### src/rtl/cbct_pkg.sv
// ----------------------------------------------------------------------------
// cbct_pkg
// Types and constants shared by the color blob centroid tracker.
// ----------------------------------------------------------------------------
`default_nettype none
package cbct_pkg;
   localparam int SUM_W = 30;
   localparam int CNT_W = 21;
   localparam int CSR_IDX_W = 3;
   localparam int CSR_DATA_W = 16;

   localparam logic [CSR_IDX_W-1:0] REG_HUE_MIN = 3'd0;
   localparam logic [CSR_IDX_W-1:0] REG_HUE_MAX = 3'd1;
   localparam logic [CSR_IDX_W-1:0] REG_SAT_MIN = 3'd2;
   localparam logic [CSR_IDX_W-1:0] REG_SAT_MAX = 3'd3;
   localparam logic [CSR_IDX_W-1:0] REG_VAL_MIN = 3'd4;
   localparam logic [CSR_IDX_W-1:0] REG_VAL_MAX = 3'd5;
   localparam logic [CSR_IDX_W-1:0] REG_DISCOUNT = 3'd6;

   typedef enum logic [3:0] {
      ST_IDLE,
      ST_DIV_X,
      ST_DIV_Y,
      ST_DIV_F,
      ST_BLEND,
      ST_DIV_AZ,
      ST_DIV_EL,
      ST_OUT
   } state_type;

   // divider operand select
   typedef enum logic [2:0] {
      DSEL_X,
      DSEL_Y,
      DSEL_F,
      DSEL_AZ,
      DSEL_EL
   } dsel_type;

   typedef struct packed {
      logic     pix_take;
      logic     div_start;
      dsel_type div_sel;
      logic     div_store;
      logic     blend_en;
      logic     out_load;
      logic     acc_clear;
   } cmd_type;

   typedef struct packed {
      logic frame_end;
      logic div_done;
   } sts_type;
endpackage
`default_nettype wire

### src/rtl/cbct_ctrl.sv
// ----------------------------------------------------------------------------
// cbct_ctrl
// Sequencer for pixel intake and the frame-end division and blend steps.
// ----------------------------------------------------------------------------
`default_nettype none
module cbct_ctrl
   import cbct_pkg::*;
(
   input  wire logic    clock,
   input  wire logic    reset,
   input  wire logic    req_valid,
   output logic         req_ready,
   input  wire logic    rsp_busy,
   input  wire sts_type sts,
   output cmd_type      cmd
);
   state_type state_ff, state_in;
   logic      started_ff, started_in;

   always_ff @(posedge clock) begin
      if (reset) begin
         state_ff   <= ST_IDLE;
         started_ff <= 1'b0;
      end else begin
         state_ff   <= state_in;
         started_ff <= started_in;
      end
   end

   function automatic state_type next_div(state_type s);
      case (s)
         ST_DIV_X:  return ST_DIV_Y;
         ST_DIV_Y:  return ST_DIV_F;
         ST_DIV_F:  return ST_BLEND;
         ST_DIV_AZ: return ST_DIV_EL;
         ST_DIV_EL: return ST_OUT;
         default:   return ST_IDLE;
      endcase
   endfunction

   always_comb begin
      state_in   = state_ff;
      started_in = started_ff;
      case (state_ff)
         ST_IDLE: begin
            if (sts.frame_end) begin
               state_in   = ST_DIV_X;
               started_in = 1'b0;
            end
         end
         ST_DIV_X, ST_DIV_Y, ST_DIV_F, ST_DIV_AZ, ST_DIV_EL: begin
            if (!started_ff) started_in = 1'b1;
            else if (sts.div_done) begin
               state_in   = next_div(state_ff);
               started_in = 1'b0;
            end
         end
         ST_BLEND: begin
            state_in   = ST_DIV_AZ;
            started_in = 1'b0;
         end
         ST_OUT: begin
            if (!rsp_busy) state_in = ST_IDLE;
         end
         default: state_in = ST_IDLE;
      endcase
   end

   always_comb begin
      cmd           = '0;
      cmd.div_sel   = DSEL_X;
      req_ready     = 1'b0;
      case (state_ff)
         ST_IDLE: begin
            req_ready    = !sts.frame_end;
            cmd.pix_take = req_valid && !sts.frame_end;
         end
         ST_DIV_X, ST_DIV_Y, ST_DIV_F, ST_DIV_AZ, ST_DIV_EL: begin
            case (state_ff)
               ST_DIV_Y:  cmd.div_sel = DSEL_Y;
               ST_DIV_F:  cmd.div_sel = DSEL_F;
               ST_DIV_AZ: cmd.div_sel = DSEL_AZ;
               ST_DIV_EL: cmd.div_sel = DSEL_EL;
               default:   cmd.div_sel = DSEL_X;
            endcase
            cmd.div_start = !started_ff;
            cmd.div_store = started_ff && sts.div_done;
         end
         ST_BLEND: cmd.blend_en = 1'b1;
         ST_OUT: begin
            if (!rsp_busy) begin
               cmd.out_load  = 1'b1;
               cmd.acc_clear = 1'b1;
            end
         end
         default: ;
      endcase
   end
endmodule
`default_nettype wire

### config.mk
export PLATFORM = sky130hd
export DESIGN_NAME = cbct_ctrl
export DESIGN_NICKNAME = d
export VERILOG_FILES = /design/src/rtl/cbct_pkg.sv /design/src/rtl/cbct_ctrl.sv
export SDC_FILE = /design/constraint.sdc
export NUM_CORES = 1
export LEC_CHECK = 0
export BUFFER_PORTS_ARGS = -buffer_cell sky130_fd_sc_hd__buf_4
export CAP_MARGIN = 20
export CORE_AREA = 2 2 39 41
export CTS_CLUSTER_SIZE = 24
export DETAILED_ROUTE_END_ITERATION = 10
export DIE_AREA = 0 0 41 43
export PLACE_DENSITY_LB_ADDON = 0.1
export SLEW_MARGIN = 10
export SYNTH_ARGS = -nofsm -noshare
export SYNTH_HDL_FRONTEND = slang
export SYNTH_SLANG_ARGS = --single-unit
### constraint.sdc
create_clock -name clock -period 1 [get_ports clock]
set_input_delay 0.1 -clock clock [delete_from_list [all_inputs] [get_ports clock]]
set_output_delay 0.1 -clock clock [all_outputs]
set_load 0.1 [all_outputs]
==> metrics.csv <==
metric;value;unit
Final Util;0.6573;
RSZ-0062 raised after global routing;yes;
# IOs;16;
H-tree level count;1;
final wirelength;1.138;mm
hold path endpoint;state_ff[2];
post-synthesis simple-gate area fraction;0.3478;
Rows;14;
Reg2Reg Setup Slack;-0.23;ns
Die X;41;um
WL/cell;12.11;um
post-synthesis cell type count;25;
pwr dens;1720;mW/mm2
fin. max-slew vios;0;
CP Launch Type;flop;
clk_lat worst skew;0.24;ns
Syn. warnings;0;
post-synth top area share;0.2319;
R2R cell count;5;
DRT iter0 DRCs;6;
Arr. time, crit path;1.23;ns
vias in the first global route;465;
TritonCTS buffer count;3;
Hold Crit Depth;2;
Core Box Area;0.001384;mm2
Area growth, synth to finish;163.4;%
Cell Area, Placed;641.9;um2
global route hottest layer;met2;
post-route minimum period;1.330;ns
fraction of the yosys area taken by sequential cells;0.2319;
drt drc;0;
largest family of logic cells by synthesized area;simple AND/OR/NAND/NOR gates;
post-route setup slack;-0.3296;ns
f_max;752.1;MHz
port buffer count;15;
Final Wtd Congestion;0.7863;
Antenna diodes;0;
number of synthesized flops with an enable pin;0;
post-place setup slack;-0.1967;ns
failing checks;setup timing;
Worst-path clk slew;0.03;ns
final setup fails;14;
cell taking the most area after synthesis;dfxtp_1;
GR Util met2;0.2250;
Synth Area in XOR/XNOR;0;
TritonCTS clock tree;done;
Post-DRT Antenna Nets;0;
total track usage;0.1605;
Primary FF master, synth;dfxtp_1;
Root Driver;clkbuf_4;
Hold Violations, Final;0;
LEAKAGE;0.3532;nW
Vias;474;
status;complete, but fails checks;
critical path required time;0.90;ns
CTS max path bufs;2;
Max-cap violations;0;
fraction of registers with async set/reset;0;
Syn Nets;52;
Num Clock Sinks;4;
Critical Path Fanout Max;5;
Min-Delay Path Class;in -> reg;
first-pass GRT wire length;1.897;mm
Least-Margin Pin Slew;0.2376;ns
mux contribution to synthesized area;0.02899;
Peak VDD IR;1079;uV
Synth Area in Compound Gates;0.2609;
Worst slew margin;0.8405;
Worst Setup Path Type;reg -> out;
synthesized netlist cell count;46;
fin crit share;1.330;
clock skew;0.009393;ns
global route total overflow;0;
top post-synthesis cells by area;dfxtp_1 23%, buf_4 8.7%, nor2_1 6.5%;
Hold Crit Start;reset;
Seq cells post-synth;4;
worst reg2reg endpoint;state_ff[0];
Final HPWL DP;791.4;um
worst r2r src;state_ff[1];
chip height;43;um
commonest cells in the netlist;6 x nor2_1, 4 x buf_4, 4 x dfxtp_1;
initial antenna violation count;0;
proportion of layout cells with a drive suffix above 1;0.7564;
DR pass1 iterations;4;
die area;0.001763;mm2
most common cell in the synthesized netlist;nor2_1;
Starting Density;0.2495;
adder-cell share of the synthesized area;0;
CP Capture Type;output pin;
post-route cell area;909.6;um2
GRT met3 Usage;0.03141;
Syn Area/Cell;7.507;um2
global routing usage on met1;0.2115;
Final #Nets;85;
Final Power;1.565;mW
setup TNS;-3.280;ns
drt via density;5.043;
largest net degree at the start of global routing;13;
mapped cell area;345.3;um2
[final cells by class]
cell class	count	area, um2
fill	118	474.2
timing repair buffer	33	401.6
multi-input combinational	36	366.6
sequential	4	91.34
clock buffer	4	26.28
tap	16	20.02
inverter	1	3.754
[logic make-up after synthesis]
group / Yosys count
AND/OR/NAND/NOR: 22
multiplexers: 1
flip-flops: 4
buffers and inverters: 6
AO/OA/AOI/OAI: 13
[metal layers]
| metal | vias to the layer above | part of all wire |
|---|---|---|
| met5 | - | 0 |
| met4 | 0 | 0 |
| met2 | 14 | 0.53 |
| met1 | 229 | 0.44 |
| met3 | 0 | 0.033 |
| li1 | 231 | - |
[power by group]
group          leakage [nW]  switching [mW]  internal (mW)  total [mW]
Clock                0.0150          0.0674          0.150       0.217
Sequential           0.0349          0.0431          0.196       0.239
Combinational         0.303           0.621          0.488        1.11
[stage by stage]
| stage | hold slack [ns] | std cells |
|---|---|---|
| finish | 0.07394 | 94 |
| global route | 0.06323 | 94 |
| CTS | 0.05174 | 93 |
| detailed placement | 0.3080 | 85 |
| global placement | 0.3102 | 85 |
| floorplan | 0.1647 | 46 |
[cell usage in the layout (no fill, tap or decap), types with 2 or more instances in the layout]
master    synthesis  layout
nor2_1            6       2
nand2b_4          0       2
buf_4             4      14
buf_12            0       9
nand2_2           1       2
clkbuf_4          0       3
buf_6             1       9
dfxtp_4           0       3
nor2_4            0       4
a31oi_1           2       2
[how the worst max path moves through the flow]
stage / startpoint / to / slack [ns] / cells past startpoint
floorplan: state_ff[2] / cmd[8] / -1.05 / 2
global placement: state_ff[2] / cmd[8] / -0.20 / 3
detailed placement: state_ff[2] / cmd[8] / -0.20 / 3
finish: state_ff[2] / cmd[8] / -0.33 / 3
global route: state_ff[2] / cmd[0] / -0.40 / 4
CTS: state_ff[2] / cmd[0] / -0.34 / 4
[flip-flops by register name, summed over array words and instances, names as in the netlist]
name / flops
state_ff: 3
started_ff: 1
[critical path, stage by stage, from the launching register on]
cell,delay (ns)
dfxtp_4,0.36
nor4_4,0.28
and2_4,0.19
buf_12,0.16
[what timing repair did]
item,4_1_cts,5_1_grt
hold buffers,0,0
pin swaps,7,4
cloned,0,0
gates resized for setup,42,7
setup endpoints to repair,14,14
buffers inserted,4,1
No activity file was read; power rests on OpenSTA's default activity.
